File: config.mk
export PLATFORM = sky130hd
export DESIGN_NAME = crc8_frame_receiver
export DESIGN_NICKNAME = d
export VERILOG_FILES = /design/src/sv/crc8fr_pkg.sv /design/src/sv/crc8fr_in_stage.sv /design/src/sv/crc8fr_core.sv /design/src/sv/crc8fr_out_stage.sv /design/src/sv/crc8_frame_receiver.sv
export SDC_FILE = /design/constraint.sdc
export NUM_CORES = 1
export LEC_CHECK = 0
export BUFFER_PORTS_ARGS = -buffer_cell sky130_fd_sc_hd__buf_2
export CORE_ASPECT_RATIO = 0.9
export CORE_MARGIN = 2
export CORE_UTILIZATION = 59
export DETAILED_ROUTE_END_ITERATION = 7
export HOLD_SLACK_MARGIN = 0.06
export PLACE_DENSITY_LB_ADDON = 0.15
export SETUP_SLACK_MARGIN = 0.1
export SYNTH_ARGS = -nofsm -noshare
export SYNTH_HDL_FRONTEND = slang
export SYNTH_SLANG_ARGS = --single-unit
export TNS_END_PERCENT = 1
File: constraint.sdc
create_clock -name clk_i -period 3.9 [get_ports clk_i]
set_input_delay 0.195 -clock clk_i [delete_from_list [all_inputs] [get_ports clk_i]]
set_output_delay 0.195 -clock clk_i [all_outputs]
set_load 0.02 [all_outputs]
File: src/sv/crc8fr_pkg.sv
// ----------------------------------------------------------------------------
// crc8fr_pkg
// Shared types, codes and the CRC-8/MAXIM byte update for the frame receiver.
// ----------------------------------------------------------------------------
package crc8fr_pkg;

  localparam logic [7:0] FrameHeader = 8'h55;
  localparam logic [7:0] MinFrame    = 8'd5;
  localparam logic [6:0] CountCeil   = 7'd127;
  localparam logic [7:0] CrcPoly     = 8'h8C;

  localparam int unsigned OutDataW = 48;

  typedef enum logic [2:0] {
    ST_OK        = 3'd0,
    ST_SHORT     = 3'd1,
    ST_LONG      = 3'd2,
    ST_BAD_HDR   = 3'd3,
    ST_CRC_ERR   = 3'd4
  } status_e;

  typedef enum logic [1:0] {
    ACT_NONE    = 2'd0,
    ACT_BATTERY = 2'd1,
    ACT_MESSAGE = 2'd2,
    ACT_IN_CASE = 2'd3
  } action_e;

  typedef enum logic [1:0] {
    REG_BATTERY_CMD = 2'd0,
    REG_MESSAGE_CMD = 2'd1,
    REG_IN_CASE_CMD = 2'd2
  } reg_idx_e;

  typedef struct packed {
    status_e     frame_status;
    logic        seq_mismatch;
    logic [7:0]  command_id;
    logic [7:0]  payload_length;
    action_e     action;
    logic [15:0] message_value;
    logic [7:0]  peer_battery;
    logic        peer_in_case;
  } result_t;

  function automatic logic [7:0] crc_update(input logic [7:0] crc, input logic [7:0] b);
    logic [7:0] c;
    c = crc ^ b;
    for (int k = 0; k < 8; k++) begin
      c = c[0] ? ((c >> 1) ^ CrcPoly) : (c >> 1);
    end
    return c;
  endfunction

endpackage

File: src/sv/crc8fr_in_stage.sv
// ----------------------------------------------------------------------------
// crc8fr_in_stage
// Input register for incoming frame bytes, with stream handshake.
// ----------------------------------------------------------------------------
module crc8fr_in_stage (
  input  logic       clk_i,
  input  logic       rst_ni,
  input  logic       valid_i,
  output logic       ready_o,
  input  logic [7:0] data_i,
  input  logic       last_i,
  output logic       valid_o,
  input  logic       take_i,
  output logic [7:0] data_o,
  output logic       last_o
);

  logic       valid_q, valid_d;
  logic [7:0] data_q;
  logic       last_q;

  assign ready_o = !valid_q || take_i;
  assign valid_d = (valid_i && ready_o) || (valid_q && !take_i);

  always_ff @(posedge clk_i or negedge rst_ni) begin
    if (!rst_ni) begin
      valid_q <= 1'b0;
    end else begin
      valid_q <= valid_d;
    end
  end

  always_ff @(posedge clk_i) begin
    if (valid_i && ready_o) begin
      data_q <= data_i;
      last_q <= last_i;
    end
  end

  assign valid_o = valid_q;
  assign data_o  = data_q;
  assign last_o  = last_q;

endmodule

File: src/sv/crc8fr_core.sv
// ----------------------------------------------------------------------------
// crc8fr_core
// Frame state, running CRC, header capture, status check and dispatch.
// ----------------------------------------------------------------------------
module crc8fr_core #(
  parameter int unsigned MAX_FRAME = 64
) (
  input  logic                clk_i,
  input  logic                rst_ni,
  input  logic                fire_i,
  input  logic [7:0]          data_i,
  input  logic                last_i,
  input  logic                cfg_we_i,
  input  logic [1:0]          cfg_index_i,
  input  logic [7:0]          cfg_data_i,
  output logic                res_valid_o,
  output crc8fr_pkg::result_t res_o
);

  localparam logic [7:0] MaxFrameC = 8'(MAX_FRAME);

  logic [7:0] batt_code_q, msg_code_q, case_code_q;
  logic [6:0] count_q, count_d;
  logic [7:0] crc_q, crc_d;
  logic [7:0] hdr_q, seq_q, cmd_q, size_q, pay0_q, pay1_q;
  logic [7:0] exp_seq_q, exp_seq_d;
  logic [7:0] batt_q, batt_d;
  logic       in_case_q, in_case_d;

  logic [7:0] hdr, seq, cmd, size, pay0, pay1;
  logic [6:0] n;
  crc8fr_pkg::result_t res;

  always_ff @(posedge clk_i or negedge rst_ni) begin
    if (!rst_ni) begin
      batt_code_q <= 8'd0;
      msg_code_q  <= 8'd1;
      case_code_q <= 8'd2;
    end else if (cfg_we_i) begin
      case (cfg_index_i)
        crc8fr_pkg::REG_BATTERY_CMD: batt_code_q <= cfg_data_i;
        crc8fr_pkg::REG_MESSAGE_CMD: msg_code_q  <= cfg_data_i;
        crc8fr_pkg::REG_IN_CASE_CMD: case_code_q <= cfg_data_i;
        default: ;
      endcase
    end
  end

  assign hdr  = (count_q == 7'd0) ? data_i : hdr_q;
  assign seq  = (count_q == 7'd1) ? data_i : seq_q;
  assign cmd  = (count_q == 7'd2) ? data_i : cmd_q;
  assign size = (count_q == 7'd3) ? data_i : size_q;
  assign pay0 = (count_q == 7'd4) ? data_i : pay0_q;
  assign pay1 = (count_q == 7'd5) ? data_i : pay1_q;
  assign n    = (count_q == crc8fr_pkg::CountCeil) ? count_q : count_q + 7'd1;

  always_comb begin
    res       = '0;
    exp_seq_d = exp_seq_q;
    batt_d    = batt_q;
    in_case_d = in_case_q;
    if ({1'b0, n} < crc8fr_pkg::MinFrame) begin
      res.frame_status = crc8fr_pkg::ST_SHORT;
    end else if ({1'b0, n} > MaxFrameC) begin
      res.frame_status = crc8fr_pkg::ST_LONG;
    end else if (hdr != crc8fr_pkg::FrameHeader) begin
      res.frame_status = crc8fr_pkg::ST_BAD_HDR;
    end else if (crc_q != data_i) begin
      res.frame_status = crc8fr_pkg::ST_CRC_ERR;
    end else begin
      res.frame_status = crc8fr_pkg::ST_OK;
    end
    if (res.frame_status != crc8fr_pkg::ST_SHORT) begin
      res.command_id     = cmd;
      res.payload_length = size;
    end
    if (res.frame_status == crc8fr_pkg::ST_OK) begin
      res.seq_mismatch = (seq != exp_seq_q);
      exp_seq_d        = seq + 8'd1;
      if (cmd == batt_code_q) begin
        if (size == 8'd1) begin
          batt_d     = pay0;
          res.action = crc8fr_pkg::ACT_BATTERY;
        end
      end else if (cmd == msg_code_q) begin
        if (size == 8'd2) begin
          res.message_value = {pay0, pay1};
          res.action        = crc8fr_pkg::ACT_MESSAGE;
        end
      end else if (cmd == case_code_q) begin
        if (size == 8'd1) begin
          in_case_d  = (pay0 != 8'd0);
          res.action = crc8fr_pkg::ACT_IN_CASE;
        end
      end
    end
    res.peer_battery = batt_d;
    res.peer_in_case = in_case_d;
  end

  assign count_d = last_i ? 7'd0 : n;
  assign crc_d   = last_i ? 8'd0 : crc8fr_pkg::crc_update(crc_q, data_i);

  always_ff @(posedge clk_i or negedge rst_ni) begin
    if (!rst_ni) begin
      count_q   <= 7'd0;
      crc_q     <= 8'd0;
      exp_seq_q <= 8'd0;
      batt_q    <= 8'd0;
      in_case_q <= 1'b0;
    end else if (fire_i) begin
      count_q <= count_d;
      crc_q   <= crc_d;
      if (last_i) begin
        exp_seq_q <= exp_seq_d;
        batt_q    <= batt_d;
        in_case_q <= in_case_d;
      end
    end
  end

  always_ff @(posedge clk_i) begin
    if (fire_i) begin
      hdr_q  <= hdr;
      seq_q  <= seq;
      cmd_q  <= cmd;
      size_q <= size;
      pay0_q <= pay0;
      pay1_q <= pay1;
    end
  end

  assign res_valid_o = fire_i && last_i;
  assign res_o       = res;

endmodule

File: src/sv/crc8fr_out_stage.sv
// ----------------------------------------------------------------------------
// crc8fr_out_stage
// Result register that packs the frame report onto the output stream.
// ----------------------------------------------------------------------------
module crc8fr_out_stage (
  input  logic                                  clk_i,
  input  logic                                  rst_ni,
  input  logic                                  load_i,
  input  crc8fr_pkg::result_t                   res_i,
  output logic                                  free_o,
  output logic                                  valid_o,
  input  logic                                  ready_i,
  output logic [crc8fr_pkg::OutDataW-1:0]       data_o
);

  logic                valid_q, valid_d;
  crc8fr_pkg::result_t res_q;

  assign free_o  = !valid_q || ready_i;
  assign valid_d = load_i || (valid_q && !ready_i);

  always_ff @(posedge clk_i or negedge rst_ni) begin
    if (!rst_ni) begin
      valid_q <= 1'b0;
    end else begin
      valid_q <= valid_d;
    end
  end

  always_ff @(posedge clk_i) begin
    if (load_i) begin
      res_q <= res_i;
    end
  end

  assign valid_o = valid_q;
  assign data_o  = {1'b0, res_q.peer_in_case, res_q.peer_battery, res_q.message_value,
                    res_q.action, res_q.payload_length, res_q.command_id,
                    res_q.seq_mismatch, res_q.frame_status};

endmodule

File: src/sv/crc8_frame_receiver.sv
// ----------------------------------------------------------------------------
// crc8_frame_receiver
// Receives framed bytes, checks length, header and CRC-8/MAXIM, tracks the
// sequence number and dispatches battery, message and in-case commands.
// ----------------------------------------------------------------------------
//  Channel   Direction  Carries
//  s_axis    in         one frame byte per request, tlast on the CRC byte
//  m_axis    out        one frame report per request, after each last byte
//  cfg       in         command code writes, indexes 0 to 2
//
// A byte is taken into the input register, then processed by the core, so
// one byte is accepted per cycle; a stalled output holds only a last byte,
// other bytes keep flowing. The core's report is loaded into the output
// register as the last byte leaves the input register. Reset clears the
// frame counter, CRC, expected sequence number and peer state.
// ----------------------------------------------------------------------------
module crc8_frame_receiver #(
  parameter int unsigned MAX_FRAME = 64
) (
  input  logic        clk_i,
  input  logic        rst_ni,
  input  logic        s_axis_tvalid,
  output logic        s_axis_tready,
  input  logic [7:0]  s_axis_tdata,   // [7:0] data_byte
  input  logic        s_axis_tlast,
  output logic        m_axis_tvalid,
  input  logic        m_axis_tready,
  // [2:0] frame_status, [3] seq_mismatch, [11:4] command_id,
  // [19:12] payload_length, [21:20] action, [37:22] message_value,
  // [45:38] peer_battery, [46] peer_in_case, [47] zero
  output logic [47:0] m_axis_tdata,
  input  logic        cfg_we_i,
  input  logic [1:0]  cfg_index_i,
  input  logic [7:0]  cfg_data_i
);

  logic                in_valid, in_last, take, res_valid, out_free;
  logic [7:0]          in_data;
  crc8fr_pkg::result_t res;

  assign take = in_valid && (!in_last || out_free);

  crc8fr_in_stage u_in (
    .clk_i   (clk_i),
    .rst_ni  (rst_ni),
    .valid_i (s_axis_tvalid),
    .ready_o (s_axis_tready),
    .data_i  (s_axis_tdata),
    .last_i  (s_axis_tlast),
    .valid_o (in_valid),
    .take_i  (take),
    .data_o  (in_data),
    .last_o  (in_last)
  );

  crc8fr_core #(
    .MAX_FRAME (MAX_FRAME)
  ) u_core (
    .clk_i       (clk_i),
    .rst_ni      (rst_ni),
    .fire_i      (take),
    .data_i      (in_data),
    .last_i      (in_last),
    .cfg_we_i    (cfg_we_i),
    .cfg_index_i (cfg_index_i),
    .cfg_data_i  (cfg_data_i),
    .res_valid_o (res_valid),
    .res_o       (res)
  );

  crc8fr_out_stage u_out (
    .clk_i   (clk_i),
    .rst_ni  (rst_ni),
    .load_i  (res_valid),
    .res_i   (res),
    .free_o  (out_free),
    .valid_o (m_axis_tvalid),
    .ready_i (m_axis_tready),
    .data_o  (m_axis_tdata)
  );

endmodule

==> impl_metrics.csv <==
group,metric,value,unit
critical_path,cp-start-kind,"flip-flop",
die,fp-row-count,39,
timing,skew,7.32,ps
power_and_ir_drop,ir_drop,0.467,mV
grt,grt_pass1_vias,5221,
cells_and_area,nFillCells,896,
logic_synthesis,ys_seq_area_share,58.5,%
worst_hold_path,hold_path_end,"u_core.batt_code_q[1]",
timing,min_period,3360,ps
worst_hold_path,hold_path.class,"input port to flip-flop",
cells_and_area,fin_cells,892,
timing,setup_viol,0,
logic_synthesis,synth_cells,615,
critical_path,rr_endpoint,"u_out.data_o[46]",
die,fp.dieH,113,µm
timing,timing.fmax,298,MHz
logic_synthesis,synth_top_area_share,39.9,%
detailed_routing,wl,18.2,mm
cells_and_area,antenna_cells,0,
cts,cts_buffers,17,
die,die_width,125,µm
grt,grt_first_pass_wirelength,28.8,mm
detailed_routing,vias,5288,
place,port_buffers,72,
logic_synthesis,synth-adder-area-share,0.800,%
cells_and_area,fin_nets,744,
logic_synthesis,avgSynthCellArea,12.7,µm²
cts,clock_path_buffers,2,
cts,cts_max_level,4,
logic_synthesis,synth-warning-count,0,
die,num_io_pins,74,
cells_and_area,final_common_cell,"edfxtp_1",
grt,grt_max_degree,59,
logic_synthesis,synth_cell_types,68,
grt,grt_usage,26.9,%
worst_hold_path,min_path_cells,4,
cts,cts_tree,"built",
cells_and_area,drive_gt1_share,27.2,%
detailed_routing,drc,0,
logic_synthesis,synth_top_family_by_area,"simple AND/OR/NAND/NOR gates",
critical_path,rrSetupSlack,540,ps
critical_path,cp.required,4080,ps
cts,clkSlewWorstSetupHoldPaths,60,ps
worst_hold_path,hp-start,"cfg_index_i[1]",
die,initial_core_util,60.9,%
logic_synthesis,synth_nets,644,
power_and_ir_drop,p_leak,3.77,nW
critical_path,crit_path_end_kind,"flip-flop",
detailed_routing,dr.pass1.iters,6,
grt,antenna_found_initial,0,
cells_and_area,synthToLayoutAreaGrowth,16.9,%
critical_path,crit_type,"flip-flop to flip-flop",
cts,cts.sinks,162,
detailed_routing,drtIter0Drc,465,
timing,slew_headroom,27.4,%
place,gp_congestion,0.909,
detailed_routing,routedWlPerCell,20.4,µm
critical_path,arrival,3540,ps
die,die-area,0.0142,mm²
detailed_routing,viasPerCell,5.93,
detailed_routing,antenna_left,0,
place,dp.cells,840,
critical_path,path_max_fanout,12,
logic_synthesis,ys_top_cells_by_area,"edfxtp_1 40%, dfrtp_1 18%, mux2_2 8.1%",
run,drv_cap,0,
cts,cts_root_buffer,"clkbuf_16",
logic_synthesis,synth_seq_cells,162,
logic_synthesis,synth_edf_count,104,
logic_synthesis,synthMuxAreaShare,11.0,%
critical_path,r2r-start,"u_core.count_q[2]",
cts,cts_resized,0,
logic_synthesis,netlist_area,0.00782,mm²
status,status,"completed",
logic_synthesis,synthFlopType,"edfxtp_1",
logic_synthesis,synth-compound-area-share,7.10,%
grt,grt_overflow,0,
timing,setup_tns,0,ps
logic_synthesis,synthSimpleGateAreaFrac,12.8,%
logic_synthesis,synth_top_area_cell,"edfxtp_1",
cells_and_area,final_cell_mix,"104 x edfxtp_1, 72 x buf_2, 56 x mux2_2, 56 x dfrtp_1, 40 x nand2_1",
die,core,0.0128,mm²
critical_path,ff2ff_path_depth,7,
power_and_ir_drop,powerDensity,539,mW/mm²
timing,finalCritPeriodShare,86.1,%
logic_synthesis,synth_xor_xnor_area_share,6.50,%
logic_synthesis,async_flop_share,35.8,%
timing,maxSlewViolCount,0,
timing,hold_viol_final,0,
place,dp_hpwl,12.3,mm
timing,worst_pin_slew,1090,ps
timing,rsz0062_at_grt,"no",
cts,clk_latency,430,ps
## cell type report
cell class	count	area (µm²)	share of cell area (%)
Timing Repair Buffer	105	658	7.20
Inverter	33	124	1.36
Tap cell	164	205	2.25
Sequential cell	162	4580	50.1
Clock buffer	23	478	5.23
Clock inverter	9	105	1.15
Multi-Input combinational cell	396	2990	32.7
## per-stage QoR
stage	hold WS [ps]	total power [mW]	setup slack [ps]	area [µm²]	util, %
4_1_cts	242	4.93	625	9140	71.2
2_1_floorplan	-101	2.99	413	7820	-
5_1_grt	282	5.13	312	9140	71.2
3_3_place_gp	374	3.24	739	8360	65.1
6_report	256	4.92	544	9140	71.2
3_5_place_dp	374	3.27	640	8360	65.1
## logic make-up after synthesis
| group | Yosys count |
|---|---|
| flops | 162 |
| buf+inv | 57 |
| fa+ha+maj | 5 |
| other cells | 1 |
| xor+xnor | 58 |
| compound gates | 84 |
| simple gates | 174 |
| mux | 74 |
## layer usage
layer	wire length [µm]	vias up	track usage, %
met5	0	-	0
met4	393	0	9.26
met3	1080	32	6.71
met2	8670	182	42.9
met1	8050	2645	36.6
li1	-	2429	-
## flip-flops by register name, summed over array words and instances (netlist names), 7 cells and up
| name | flops |
|---|---|
| u_core.pay1_q | 8 |
| u_core.batt_q | 8 |
| u_core.hdr_q | 8 |
| u_core.exp_seq_q | 8 |
| u_out.data_o | 47 |
| u_core.count_q | 7 |
| u_core.size_q | 8 |
| u_core.pay0_q | 8 |
| u_core.batt_code_q | 8 |
| u_core.crc_q | 8 |
| u_core.case_code_q | 8 |
| u_core.seq_q | 8 |
| u_core.cmd_q | 8 |
| u_core.msg_code_q | 8 |
| u_in.data_o | 8 |
## synth_stat cells, types with 9 or more instances
cell        n
inv_1      32
dfrtp_1    56
mux2i_1     9
nor2_1     25
edfxtp_1  104
xnor2_1    37
nand2_1    40
a21oi_1    18
nor4_1     10
nor2b_1    27
xor2_1     21
nand3_1    13
clkbuf_1   12
mux2_2     56
o21ai_0    27
## critical path, cell delays in order, from the launching register on
cell       delay [ps]
dfrtp_1           510
or4_1             680
nor2_1            450
a21oi_1           240
a22oi_1           330
o2111ai_1         280
nor3b_1           250
mux2_2            350
## worst max path at each step
stage | start | to | slack (ps)
after CTS | u_core.count_q[0] | u_out.data_o[40] | 630
after global routing | u_core.count_q[0] | u_out.data_o[40] | 310
after global placement | u_core.count_q[2] | u_out.data_o[46] | 740
after detailed placement | u_core.count_q[0] | u_out.data_o[40] | 640
final | u_core.count_q[2] | u_out.data_o[46] | 540
after floorplan | u_in.last_o | u_out.data_o[0] | 410
## what timing repair did
item,in CTS,in global routing
hold endpoints to repair,91,0
setup buffers,0,0
hold buffers,20,0
## power breakdown
part | total (mW) | leakage, nW | switching, mW | internal (mW)
clock network | 1.65 | 0.287 | 0.663 | 0.992
registers | 2.23 | 1.75 | 0.157 | 2.07
logic | 1.04 | 1.73 | 0.589 | 0.455
total | 4.92 | 3.77 | 1.41 | 3.52
(Power assumes the default switching activity.)
